File: config.mk
export PLATFORM = sky130hd
export DESIGN_NAME = rtp_mpeg4_generic_packetizer_flat
export DESIGN_NICKNAME = d
export VERILOG_FILES = /design/src/hw/rtl/rmp4g_pkg.sv /design/src/hw/rtl/rmp4g_in_if.sv /design/src/hw/rtl/rmp4g_out_if.sv /design/src/hw/rtl/rmp4g_cfg_if.sv /design/src/hw/rtl/rtp_mpeg4_generic_packetizer.sv /design/src/flat_wrapper.sv
export VERILOG_INCLUDE_DIRS = /design/src /design/src/hw/rtl
export SDC_FILE = /design/constraint.sdc
export NUM_CORES = 1
export LEC_CHECK = 0
export BUFFER_PORTS_ARGS = -buffer_cell sky130_fd_sc_hd__buf_2
export CORE_ASPECT_RATIO = 0.75
export CORE_UTILIZATION = 43
export CTS_CLUSTER_SIZE = 8
export DETAILED_ROUTE_END_ITERATION = 7
export SKIP_CTS_REPAIR_TIMING = 1
export SLEW_MARGIN = 20
export SYNTH_ARGS = -nofsm -noshare
export SYNTH_HDL_FRONTEND = slang
export SYNTH_SLANG_ARGS = --single-unit
File: constraint.sdc
create_clock -name i_clk -period 15.23 [get_ports i_clk]
set_input_delay 2.2845 -clock i_clk [delete_from_list [all_inputs] [get_ports i_clk]]
set_output_delay 2.2845 -clock i_clk [all_outputs]
set_load 0.1 [all_outputs]
File: src/hw/rtl/rtp_mpeg4_generic_packetizer_assert.svh
// assertion helpers for the mpeg4-generic packetizer
// every use sits in a module that has i_clk and i_rst_n
`ifndef RTP_MPEG4_GENERIC_PACKETIZER_ASSERT_SVH
`define RTP_MPEG4_GENERIC_PACKETIZER_ASSERT_SVH

// same-cycle implication, checked out of reset
`define RMP4G_ASSERT_IMP(label, ante, cons, msg) \
    label: assert property (@(posedge i_clk) disable iff (!i_rst_n) \
        (ante) |-> (cons)) else $error(msg);

// next-cycle implication, checked out of reset
`define RMP4G_ASSERT_NXT(label, ante, cons, msg) \
    label: assert property (@(posedge i_clk) disable iff (!i_rst_n) \
        (ante) |=> (cons)) else $error(msg);

`endif

File: src/hw/rtl/rmp4g_pkg.sv
package rmp4g_pkg;

    // field widths
    localparam int unsigned BYTE_W     = 8;
    localparam int unsigned LEN_W      = 16;
    localparam int unsigned SIZE_W     = 13;
    localparam int unsigned FRAME_W    = 12;
    localparam int unsigned OFFSET_W   = 32;
    localparam int unsigned CFG_IDX_W  = 2;
    localparam int unsigned CFG_DATA_W = 16;

    // header sequencing: index 0..3 are au header bytes, HDR_DONE is the data byte
    localparam int unsigned HDR_IDX_W = 3;
    localparam logic [HDR_IDX_W-1:0] HDR_FIRST = 3'd0;
    localparam logic [HDR_IDX_W-1:0] HDR_DONE  = 3'd4;

    // au header section bytes
    localparam logic [BYTE_W-1:0] AU_HDR_LEN_HI = 8'h00;
    localparam logic [BYTE_W-1:0] AU_HDR_LEN_LO = 8'h10;

    // rtp header plus au header section
    localparam logic [LEN_W-1:0] PKT_OVERHEAD = 16'd16;

    // register reset values
    localparam logic [LEN_W-1:0]   MTU_RESET   = 16'd1400;
    localparam logic [FRAME_W-1:0] FRAME_RESET = 12'd0;

    // register indexes
    typedef enum logic [CFG_IDX_W-1:0] {
        CFG_MTU       = 2'd0,
        CFG_FRAME_LEN = 2'd1
    } t_cfg_idx;

    // input operations
    typedef enum logic {
        OP_DATA         = 1'b0,
        OP_RESET_OFFSET = 1'b1
    } t_op;

endpackage

File: src/hw/rtl/rmp4g_in_if.sv
interface rmp4g_in_if;
    import rmp4g_pkg::*;

    logic              valid;
    logic              ready;
    logic              operation;
    logic [BYTE_W-1:0] data_byte;
    logic [LEN_W-1:0]  unit_length;

    modport source (output valid, output operation, output data_byte,
                    output unit_length, input ready);
    modport sink   (input valid, input operation, input data_byte,
                    input unit_length, output ready);
endinterface

File: src/hw/rtl/rmp4g_out_if.sv
interface rmp4g_out_if;
    import rmp4g_pkg::*;

    logic                valid;
    logic                ready;
    logic [BYTE_W-1:0]   out_byte;
    logic                is_header;
    logic                packet_start;
    logic                packet_end;
    logic                marker;
    logic                offset_valid;
    logic [OFFSET_W-1:0] packet_offset;
    logic                run_last;

    modport source (output valid, output out_byte, output is_header,
                    output packet_start, output packet_end, output marker,
                    output offset_valid, output packet_offset, output run_last,
                    input ready);
    modport sink   (input valid, input out_byte, input is_header,
                    input packet_start, input packet_end, input marker,
                    input offset_valid, input packet_offset, input run_last,
                    output ready);
endinterface

File: src/hw/rtl/rmp4g_cfg_if.sv
interface rmp4g_cfg_if;
    import rmp4g_pkg::*;

    logic                  valid;
    logic                  ready;
    logic [CFG_IDX_W-1:0]  index;
    logic [CFG_DATA_W-1:0] data;

    modport source (output valid, output index, output data, input ready);
    modport sink   (input valid, input index, input data, output ready);
endinterface

File: src/hw/rtl/rtp_mpeg4_generic_packetizer.sv
// RFC 3640 mpeg4-generic payload packetizer, one access unit byte per input
// transaction. A data byte that opens a packet produces five output
// transactions (the four AU header bytes, then the byte itself); every other
// data byte produces one transaction, and a reset-offset transaction
// produces none. The single result register presents one result per cycle
// while the output is ready; a new input transaction is taken in the same
// cycle the last result of the previous one is taken, so the data stream
// runs at one byte per cycle apart from the four header bytes per packet and
// output stalls. Packet state (unit and packet byte counts, marker, offset)
// is updated when the input transaction is accepted. Payloads carry at most
// mtu_bytes minus 16 data bytes (one when mtu_bytes is 16 or less); register
// writes are always accepted and take effect at the next packet start.
`include "rtp_mpeg4_generic_packetizer_assert.svh"

module rtp_mpeg4_generic_packetizer
    import rmp4g_pkg::*;
(
    input  logic        i_clk,
    input  logic        i_rst_n,
    rmp4g_in_if.sink    i_in,
    rmp4g_out_if.source o_out,
    rmp4g_cfg_if.sink   i_cfg
);

    // configuration registers
    logic [LEN_W-1:0]   r_mtu;
    logic [FRAME_W-1:0] r_frame_len;

    // packet state
    logic [LEN_W-1:0]    r_unit_left,  n_unit_left;
    logic [LEN_W-1:0]    r_pkt_left,   n_pkt_left;
    logic [SIZE_W-1:0]   r_size,       n_size;
    logic                r_marker,     n_marker;
    logic [OFFSET_W-1:0] r_off_cnt,    n_off_cnt;
    logic [OFFSET_W-1:0] r_cur_off,    n_cur_off;
    logic                r_off_latch,  n_off_latch;

    // result register
    logic                 r_valid;
    logic [BYTE_W-1:0]    r_byte;
    logic                 r_end;
    logic [HDR_IDX_W-1:0] r_hdr_idx;

    logic in_take, out_take, res_last, data_take;
    logic [LEN_W-1:0] unit_len, pkt_left, chunk, pkt_size;
    logic             unit_new, pkt_new, mark_new;

    assign i_cfg.ready = 1'b1;

    // handshake
    assign res_last  = (r_hdr_idx == HDR_DONE);
    assign out_take  = o_out.valid && o_out.ready;
    assign i_in.ready = !r_valid || (out_take && res_last);
    assign in_take   = i_in.valid && i_in.ready;
    assign data_take = in_take && (i_in.operation == OP_DATA);

    // configuration writes
    always_ff @(posedge i_clk) begin
        if (!i_rst_n) begin
            r_mtu       <= MTU_RESET;
            r_frame_len <= FRAME_RESET;
        end else if (i_cfg.valid && i_cfg.ready) begin
            case (i_cfg.index)
                CFG_MTU:       r_mtu       <= i_cfg.data;
                CFG_FRAME_LEN: r_frame_len <= i_cfg.data[FRAME_W-1:0];
                default:       ;
            endcase
        end
    end

    // packet state update for one accepted transaction
    always_comb begin
        n_unit_left = r_unit_left;
        n_pkt_left  = r_pkt_left;
        n_size      = r_size;
        n_marker    = r_marker;
        n_off_cnt   = r_off_cnt;
        n_cur_off   = r_cur_off;
        n_off_latch = r_off_latch;

        unit_new = (r_unit_left == '0);
        unit_len = unit_new ? ((i_in.unit_length == '0) ? LEN_W'(1) : i_in.unit_length)
                            : r_unit_left;
        pkt_left = unit_new ? '0 : r_pkt_left;
        pkt_new  = (pkt_left == '0);
        chunk    = (r_mtu > PKT_OVERHEAD) ? (r_mtu - PKT_OVERHEAD) : LEN_W'(1);
        mark_new = (unit_len <= chunk);
        pkt_size = pkt_new ? (mark_new ? unit_len : chunk) : pkt_left;

        if (in_take) begin
            if (i_in.operation == OP_RESET_OFFSET) begin
                n_off_cnt = '0;
            end else begin
                if (unit_new) begin
                    n_size = unit_len[SIZE_W-1:0];
                end
                if (pkt_new) begin
                    n_marker = mark_new;
                    if (r_frame_len != '0) begin
                        n_off_latch = 1'b1;
                        n_cur_off   = r_off_cnt;
                        n_off_cnt   = r_off_cnt + {{(OFFSET_W-FRAME_W){1'b0}}, r_frame_len};
                    end else begin
                        n_off_latch = 1'b0;
                        n_cur_off   = '0;
                    end
                end
                n_pkt_left  = pkt_size - LEN_W'(1);
                n_unit_left = unit_len - LEN_W'(1);
            end
        end
    end

    always_ff @(posedge i_clk) begin
        if (!i_rst_n) begin
            r_unit_left <= '0;
            r_pkt_left  <= '0;
            r_size      <= '0;
            r_marker    <= 1'b0;
            r_off_cnt   <= '0;
            r_cur_off   <= '0;
            r_off_latch <= 1'b0;
        end else begin
            r_unit_left <= n_unit_left;
            r_pkt_left  <= n_pkt_left;
            r_size      <= n_size;
            r_marker    <= n_marker;
            r_off_cnt   <= n_off_cnt;
            r_cur_off   <= n_cur_off;
            r_off_latch <= n_off_latch;
        end
    end

    // result register control
    always_ff @(posedge i_clk) begin
        if (!i_rst_n) begin
            r_valid   <= 1'b0;
            r_hdr_idx <= HDR_DONE;
        end else if (data_take) begin
            r_valid   <= 1'b1;
            r_hdr_idx <= pkt_new ? HDR_FIRST : HDR_DONE;
        end else if (out_take) begin
            if (res_last) begin
                r_valid <= 1'b0;
            end else begin
                r_hdr_idx <= r_hdr_idx + HDR_IDX_W'(1);
            end
        end
    end

    // result payload
    always_ff @(posedge i_clk) begin
        if (data_take) begin
            r_byte <= i_in.data_byte;
            r_end  <= (pkt_size == LEN_W'(1));
        end
    end

    // output selection: header bytes first, then the data byte
    always_comb begin
        case (r_hdr_idx)
            3'd0:    o_out.out_byte = AU_HDR_LEN_HI;
            3'd1:    o_out.out_byte = AU_HDR_LEN_LO;
            3'd2:    o_out.out_byte = r_size[SIZE_W-1:SIZE_W-BYTE_W];
            3'd3:    o_out.out_byte = {r_size[SIZE_W-BYTE_W-1:0], 3'b000};
            default: o_out.out_byte = r_byte;
        endcase
    end

    assign o_out.valid         = r_valid;
    assign o_out.is_header     = !res_last;
    assign o_out.packet_start  = (r_hdr_idx == HDR_FIRST);
    assign o_out.packet_end    = res_last && r_end;
    assign o_out.marker        = r_marker;
    assign o_out.offset_valid  = r_off_latch;
    assign o_out.packet_offset = r_off_latch ? r_cur_off : '0;
    assign o_out.run_last      = res_last;

    // checks
    `RMP4G_ASSERT_IMP(a_take_when_free, in_take, !r_valid || (out_take && res_last),
        "input taken while results still pending")
    `RMP4G_ASSERT_NXT(a_data_gives_result, data_take, r_valid,
        "data transaction produced no result")
    `RMP4G_ASSERT_IMP(a_unit_pkt_consistent, r_unit_left == '0, r_pkt_left == '0,
        "packet bytes left with no unit in progress")
    `RMP4G_ASSERT_IMP(a_header_not_end, r_valid && !res_last,
        !o_out.packet_end && !o_out.run_last, "header byte flagged as end")

endmodule

File: src/flat_wrapper.sv
// flat-port wrapper written by rule: the top's interface ports become plain ports
module rtp_mpeg4_generic_packetizer_flat import rmp4g_pkg::*;
  (i_clk, i_rst_n, i_in_valid, i_in_operation, i_in_data_byte, i_in_unit_length, i_in_ready, o_out_valid, o_out_out_byte, o_out_is_header, o_out_packet_start, o_out_packet_end, o_out_marker, o_out_offset_valid, o_out_packet_offset, o_out_run_last, o_out_ready, i_cfg_valid, i_cfg_index, i_cfg_data, i_cfg_ready);
  rmp4g_in_if i_in_i ();
  rmp4g_out_if o_out_i ();
  rmp4g_cfg_if i_cfg_i ();
  input  logic i_clk;
  input  logic i_rst_n;
  input wire logic [$bits(i_in_i.valid)-1:0] i_in_valid;
  input wire logic [$bits(i_in_i.operation)-1:0] i_in_operation;
  input wire logic [$bits(i_in_i.data_byte)-1:0] i_in_data_byte;
  input wire logic [$bits(i_in_i.unit_length)-1:0] i_in_unit_length;
  output wire logic [$bits(i_in_i.ready)-1:0] i_in_ready;
  output wire logic [$bits(o_out_i.valid)-1:0] o_out_valid;
  output wire logic [$bits(o_out_i.out_byte)-1:0] o_out_out_byte;
  output wire logic [$bits(o_out_i.is_header)-1:0] o_out_is_header;
  output wire logic [$bits(o_out_i.packet_start)-1:0] o_out_packet_start;
  output wire logic [$bits(o_out_i.packet_end)-1:0] o_out_packet_end;
  output wire logic [$bits(o_out_i.marker)-1:0] o_out_marker;
  output wire logic [$bits(o_out_i.offset_valid)-1:0] o_out_offset_valid;
  output wire logic [$bits(o_out_i.packet_offset)-1:0] o_out_packet_offset;
  output wire logic [$bits(o_out_i.run_last)-1:0] o_out_run_last;
  input wire logic [$bits(o_out_i.ready)-1:0] o_out_ready;
  input wire logic [$bits(i_cfg_i.valid)-1:0] i_cfg_valid;
  input wire logic [$bits(i_cfg_i.index)-1:0] i_cfg_index;
  input wire logic [$bits(i_cfg_i.data)-1:0] i_cfg_data;
  output wire logic [$bits(i_cfg_i.ready)-1:0] i_cfg_ready;
  assign i_in_i.valid = i_in_valid;
  assign i_in_i.operation = i_in_operation;
  assign i_in_i.data_byte = i_in_data_byte;
  assign i_in_i.unit_length = i_in_unit_length;
  assign i_in_ready = i_in_i.ready;
  assign o_out_valid = o_out_i.valid;
  assign o_out_out_byte = o_out_i.out_byte;
  assign o_out_is_header = o_out_i.is_header;
  assign o_out_packet_start = o_out_i.packet_start;
  assign o_out_packet_end = o_out_i.packet_end;
  assign o_out_marker = o_out_i.marker;
  assign o_out_offset_valid = o_out_i.offset_valid;
  assign o_out_packet_offset = o_out_i.packet_offset;
  assign o_out_run_last = o_out_i.run_last;
  assign o_out_i.ready = o_out_ready;
  assign i_cfg_i.valid = i_cfg_valid;
  assign i_cfg_i.index = i_cfg_index;
  assign i_cfg_i.data = i_cfg_data;
  assign i_cfg_ready = i_cfg_i.ready;
  rtp_mpeg4_generic_packetizer u_core (.i_clk(i_clk), .i_rst_n(i_rst_n), .i_in(i_in_i), .o_out(o_out_i), .i_cfg(i_cfg_i));
endmodule
==> flow_summary.json, run 1 <==
{
  "outcome": "finished, final reports clean",
  "io_buffers": 95,
  "track_usage_pct": 23.13,
  "grt_pass1_vias": 7031,
  "holdPathEnd": "u_core.r_cur_off[23]",
  "tns_ns": 0,
  "max_freq_ghz": 0.1449,
  "die_height_um": 125.6,
  "synth_warnings": 0,
  "worst_pin_slew_ns": 1.066,
  "syn_area_sq_um": 8752,
  "routed_wl_mm": 23.52,
  "route.vias.total": 7655,
  "final_common_cell": "nand2_1",
  "synth_edf_count": 9,
  "yosysTopAreaCellShare_pct": 32.71,
  "io_pins": 97,
  "cts_tree": "done",
  "async_reset_ff_share_pct": 0,
  "clockBufferDepth": 2,
  "diodes": 0,
  "fin_skew_ns": 0.008874,
  "rsz0062_at_grt": "false",
  "fin_nets": 1198,
  "viasPerCell": 5.559,
  "clk_pin_slew_ns": 0.06,
  "nFillCells": 1905,
  "die_w_um": 166.7,
  "holdPathStages": 2,
  "post-place-ws_ns": 8.011,
  "seq_area_frac_synth_pct": 35.80,
  "fin_crit_sh_pct": 45.33,
  "die-area_sq_um": 20930,
  "worst_setup_path_start_kind": "primary input",
  "postSynthAreaPerCell_sq_um": 8.367,
  "synthTopCellsByArea": "dfxtp_1 33%, nand2_1 7.2%, ha_1 5.4%",
  "routedWlPerCell_um": 17.08,
  "finalWeightedCongestion": 0.9145,
  "hold_violations": 0,
  "setup_viol": 0,
  "cpPeakStageDelay_ns": 0.57,
  "r2r_setup_slack_ns": 9.63,
  "antenna_found_initial": 0,
  "grt_max_degree": 108,
  "cp.required_ns": 15.59,
  "max_cap_violations": 0,
  "power_density_nw_per_um2": 250.9,
  "r2r-start": "u_core.r_unit_left[0]",
  "clk_latency_ns": 0.43,
  "cts_made_buffers": 17,
  "clock-sinks": 152,
  "syn_to_final_growth_pct": 13.18,
  "peakVddDrop_uv": 141.9,
  "max_slew_margin_pct": 28.59,
  "reg2reg_to": "u_core.r_pkt_left[8]",
  "final_max_slew_viol_count": 0,
  "slowest_stage": "or4_1",
  "worstSetupEndpointType": "register",
  "overflow": 0,
  "drt-pass1-iter-count": 7,
  "core-area_sq_um": 19650,
  "hpwlAfterDp_mm": 17.19,
  "period_minus_slack_ns": 6.904,
  "worst_hold_path_type": "reg2reg",
  "synth_top_cell_by_area": "dfxtp_1",
  "fin_ws_ns": 8.326,
  "path_max_fanout": 12,
  "worstHoldStart": "u_core.r_cur_off[23]",
  "synthFlopType": "dfxtp_1",
  "initial_core_util_pct": 44.53,
  "drive_gt1_share_pct": 15.30,
  "p_leak_nw": 4.071,
  "rows": 44,
  "arrival_ns": 7.26,
  "syn_nets": 1133,
  "rr_worst_depth": 19,
  "crit_type": "in2reg",
  "drc_errors": 0,
  "htreeDepth": 4,
  "finish.utilization_pct": 50.40,
  "synthDistinctLibCells": 84,
  "drt_iter0_markers": 663,
  "ys_ff_latch": 152,
  "grt_pass1_wl_mm": 38.36,
  "mostFrequentLayoutCells": "169 x nand2_1, 143 x dfxtp_1, 95 x buf_2",
  "postSynthCellCount": 1046,
  "crit_chain": "buf_2 > nor4_1 > and4_1 > a211oi_2 > a21oi_1 > inv_1 > ha_1 > nand4_1 > nor4_2 > o21ai_1 > and4_4 > nor2_4 > mux2i_1 > a22oi_1 > ha_1 > nand4_1 > nor4_2 > nand2_1 > or4_1 > nand3_1",
  "drtAntennaViolNets": 0,
  "cts-root-buf": "clkbuf_16"
}
==> Yosys cell counts, types with 3 or more instances <==
library cell    n
nor2_1         46
o31ai_1         3
nor4_4          4
and2_1         50
clkbuf_1       46
nand4_1        12
o21a_1          3
o211ai_1       11
ha_1           38
a21boi_0       51
inv_1          34
a22oi_1        15
edfxtp_1        9
o21ai_0        29
a22o_1          3
a21oi_1        39
buf_6           4
or2_2           3
a21o_1          5
o211a_1         6
or3_1           4
o311ai_1        4
buf_2           4
nand3_1        66
and4_1          5
a211oi_2        4
a222oi_1        4
xor2_1         25
xnor2_1        28
nor3_1         23
nor4_1         12
dfxtp_1       143
and3_1          9
nand2_1       169
or2b_1          3
a32oi_1         3
mux2i_1        15
nor2b_1        40
or4_1           7
o21bai_1        4
buf_1           3
a31oi_1         5
==> power breakdown <==
group / total, W / internal, W / leakage (nW) / switching [W]
clock: 0.000394 / 0.000212 / 0.262 / 0.000182
sequential: 0.000483 / 0.000442 / 1.24 / 0.0000408
combinational: 0.00161 / 0.000539 / 2.57 / 0.00107
==> sequential cells by signal, summed over array words and instances (netlist names) <==
signal and cells:
u_core.r_cur_off 32, u_core.r_off_cnt 32, u_core.r_mtu 16, u_core.r_pkt_left 16, u_core.r_unit_left 16, u_core.r_size 13
u_core.r_frame_len 12, u_core.r_byte 8, u_core.r_hdr_idx 3, u_core.o_out.marker 1, u_core.o_out.offset_valid 1, u_core.o_out.valid 1
u_core.r_end 1
==> critical path, delay by kind of cell <==
family                     cells  cell delay, ns
AOI/OAI and AO/OA              4            1.09
adders and majority gates      2            0.60
buffers and inverters          2            0.24
muxes                          1            0.19
and+or+nand+nor               11            2.87
==> worst max-delay path by stage <==
stage / from / endpoint / slack, ns / cells after the start
floorplan: i_in_unit_length[1] / u_core.r_pkt_left[8] / 8.85 / 21
global placement: i_in_unit_length[7] / u_core.r_pkt_left[8] / 8.21 / 20
detailed placement: i_in_unit_length[7] / u_core.r_pkt_left[8] / 8.01 / 20
CTS: i_in_unit_length[7] / u_core.r_pkt_left[8] / 8.44 / 20
global route: i_in_unit_length[11] / u_core.r_pkt_left[8] / 7.96 / 20
finish: i_in_unit_length[11] / u_core.r_pkt_left[8] / 8.33 / 20
==> logic make-up after synthesis <==
group                      count (synthesis)  share of synthesized area [%]
buffers and inverters                     94                          4.475
muxes                                     16                          1.844
other                                      1                        0.04285
xor gates and xnor gates                  53                          5.304
adders and majority gates                 39                          5.661
AOI/OAI and AO/OA                        218                          18.51
and+or+nand+nor                          473                          28.36
DFF                                      152                          35.80
==> stage by stage <==
step / std cells / power (W) / cell area (sq um) / hold WS (ns)
after floorplan: 1046 / 0.001756 / 8752 / 0.4363
after detailed placement: 1345 / 0.002063 / 9363 / 0.4544
after global routing: 1377 / 0.002673 / 9906 / 0.4818
after CTS: 1377 / 0.002469 / 9906 / 0.4636
final: 1377 / 0.002485 / 9906 / 0.4601
after global placement: 1345 / 0.002056 / 9363 / 0.4499
==> layout make-up <==
type / instances / area [sq um] / area share, %
clock buffers: 17 / 425.4 / 4.295
flip-flops and latches: 152 / 3133 / 31.63
repair buffers: 104 / 543.0 / 5.482
multi-input cells: 800 / 5235 / 52.85
inverters: 36 / 135.1 / 1.364
clock inverters: 15 / 117.6 / 1.187
well taps: 253 / 316.6 / 3.196
==> routing by layer <==
metal	part of all wire [%]	global-route usage, %	wire length, um	vias to the layer above
li1	-	-	-	3829
met4	0.94	6.318	221	0
met1	54	36.76	12690	3535
met5	0	0	0	-
met2	38	30.82	8966	272
met3	7.0	4.368	1648	19
Power figures use the tool's default switching activity.
==> run 2: changes to the inputs <==
Clock period 15.23 ns to 5.7 ns, I/O delays scaled along.
==> run 2 against run 1 <==
Effect of this change: first-iteration DRC count is 14% lower; critical endpoint unchanged; largest cell class unchanged; design area is 0.96% higher; sequential share of layout area is 0.30 points lower; via count is 0.59% higher; critical path type is now reg2reg; sequential cell count stayed put; sequential power grew to 2.7 times the previous value; routed wire length is 1.7% higher; critical path depth is 2 lower; highest routed layer unchanged.
==> flow_summary.json, run 2 (synthesis results as in run 1) <==
{
  "max_slew_margin_pct": 36.92,
  "cts_made_buffers": 17,
  "drc_errors": 0,
  "max_freq_ghz": 0.1971,
  "drtAntennaViolNets": 0,
  "power_density_nw_per_um2": 689.7,
  "drive_gt1_share_pct": 16.06,
  "htreeDepth": 4,
  "rr_worst_depth": 18,
  "fin_ws_ns": 0.6263,
  "holdPathEnd": "u_core.r_cur_off[18]",
  "antenna_found_initial": 0,
  "worstHoldStart": "u_core.r_cur_off[18]",
  "diodes": 0,
  "overflow": 0,
  "route.vias.total": 7700,
  "peakVddDrop_uv": 427.4,
  "period_minus_slack_ns": 5.074,
  "worst_setup_path_start_kind": "register",
  "p_leak_nw": 4.128,
  "clockBufferDepth": 2,
  "mostFrequentLayoutCells": "169 x nand2_1, 143 x dfxtp_1, 95 x buf_2",
  "worst_pin_slew_ns": 0.9314,
  "fin_skew_ns": 0.01253,
  "total_power_w": 0.006898,
  "syn_to_final_growth_pct": 14.27,
  "final_common_cell": "nand2_1",
  "nFillCells": 1893,
  "path_max_fanout": 10,
  "crit_type": "reg2reg",
  "track_usage_pct": 23.16,
  "outcome": "finished, final reports clean",
  "io_pins": 97,
  "tns_ns": 0,
  "grt_max_degree": 78,
  "hold_violations": 0,
  "finalWeightedCongestion": 0.9090,
  "drt-pass1-iter-count": 5,
  "viasPerCell": 5.556,
  "core-area_sq_um": 19650,
  "routed_wl_mm": 23.92,
  "rsz0062_at_grt": "false",
  "cp.required_ns": 6.07,
  "top_regs": "u_core.r_cur_off (32), u_core.r_off_cnt (32)",
  "cts-root-buf": "clkbuf_16",
  "setup_viol": 0,
  "multi_input_area_sq_um": 5241,
  "io_buffers": 95,
  "die_height_um": 125.6,
  "initial_core_util_pct": 44.53,
  "post-place-ws_ns": 0.2900,
  "grt_pass1_vias": 6684,
  "arrival_ns": 5.44,
  "hpwlAfterDp_mm": 17.43,
  "die_w_um": 166.7,
  "clock-sinks": 152,
  "holdPathStages": 2,
  "fin_crit_sh_pct": 89.01,
  "drt_iter0_markers": 567,
  "die-area_sq_um": 20930,
  "grt_pass1_wl_mm": 38.34,
  "clk_pin_slew_ns": 0.07,
  "seqCellArea_sq_um": 3133,
  "routedWlPerCell_um": 17.26,
  "clk_latency_ns": 0.43,
  "worst_hold_path_type": "reg2reg",
  "cts_tree": "done",
  "reg2reg_to": "u_core.r_pkt_left[8]",
  "r2r-start": "u_core.r_mtu[4]",
  "max_cap_violations": 0,
  "final_max_slew_viol_count": 0,
  "fin_nets": 1207,
  "worstSetupEndpointType": "register",
  "rows": 44,
  "r2r_setup_slack_ns": 0.63
}
-- run 2: area by class of cell --
cell class / instances / area share [%]
clock buffers: 17 / 4.254
well taps: 253 / 3.165
multi-input cells: 800 / 52.41
inverters: 36 / 1.351
flip-flops and latches: 152 / 31.33
repair buffers: 113 / 6.105
clock inverters: 15 / 1.389
-- run 2: where the power goes --
| part | internal [W] | switching, W |
|---|---|---|
| Clock | 0.000577 | 0.000510 |
| Sequential | 0.00118 | 0.000108 |
| Combinational | 0.00154 | 0.00298 |
| Total | 0.00330 | 0.00360 |
-- run 2: per-stage QoR --
| step | hold WS, ns | cells | utilization, % | instance area (sq um) |
|---|---|---|---|---|
| 2_1_floorplan | 0.4363 | 1046 | - | 8752 |
| 3_3_place_gp | 0.4479 | 1354 | 47.98 | 9430 |
| 3_5_place_dp | 0.4549 | 1354 | 47.98 | 9430 |
| 4_1_cts | 0.4629 | 1386 | 50.85 | 9995 |
| 5_1_grt | 0.4724 | 1386 | 50.88 | 10000 |
| 6_report | 0.4583 | 1386 | 50.88 | 10000 |
-- run 2: how the worst max path moves through the flow --
stage,from,end,slack (ns),cells past startpoint
2_1_floorplan,i_in_unit_length[1],u_core.r_pkt_left[8],0.75,21
3_3_place_gp,i_in_unit_length[7],u_core.r_pkt_left[8],0.45,19
3_5_place_dp,i_in_unit_length[7],u_core.r_pkt_left[8],0.29,19
4_1_cts,u_core.r_mtu[4],u_core.r_pkt_left[8],0.64,18
5_1_grt,u_core.r_mtu[4],u_core.r_pkt_left[8],0.18,19
6_report,u_core.r_mtu[4],u_core.r_pkt_left[8],0.63,18
-- run 2: worst max-delay path, cell delays in order (launching register included) --
cell	delay, ns
dfxtp_1	0.34
inv_1	0.12
ha_1	0.28
or3b_2	0.51
nor3_1	0.21
mux2i_1	0.39
ha_1	0.23
nand4_2	0.13
nor4_2	0.35
and2_1	0.48
nor2_4	0.06
mux2i_1	0.18
a22oi_1	0.26
ha_1	0.26
nand4_1	0.11
nor4_2	0.24
nand2_1	0.19
or4_1	0.57
nand3_1	0.10
-- run 2: metal layers --
layer	part of all wire, %	track usage, %	up-vias	wire [um]
met5	0	0	-	0
met1	56	38.58	3586	13320
met2	38	29.44	251	8972
li1	-	-	3845	-
met4	0.83	4.630	0	199
met3	5.9	4.337	18	1423
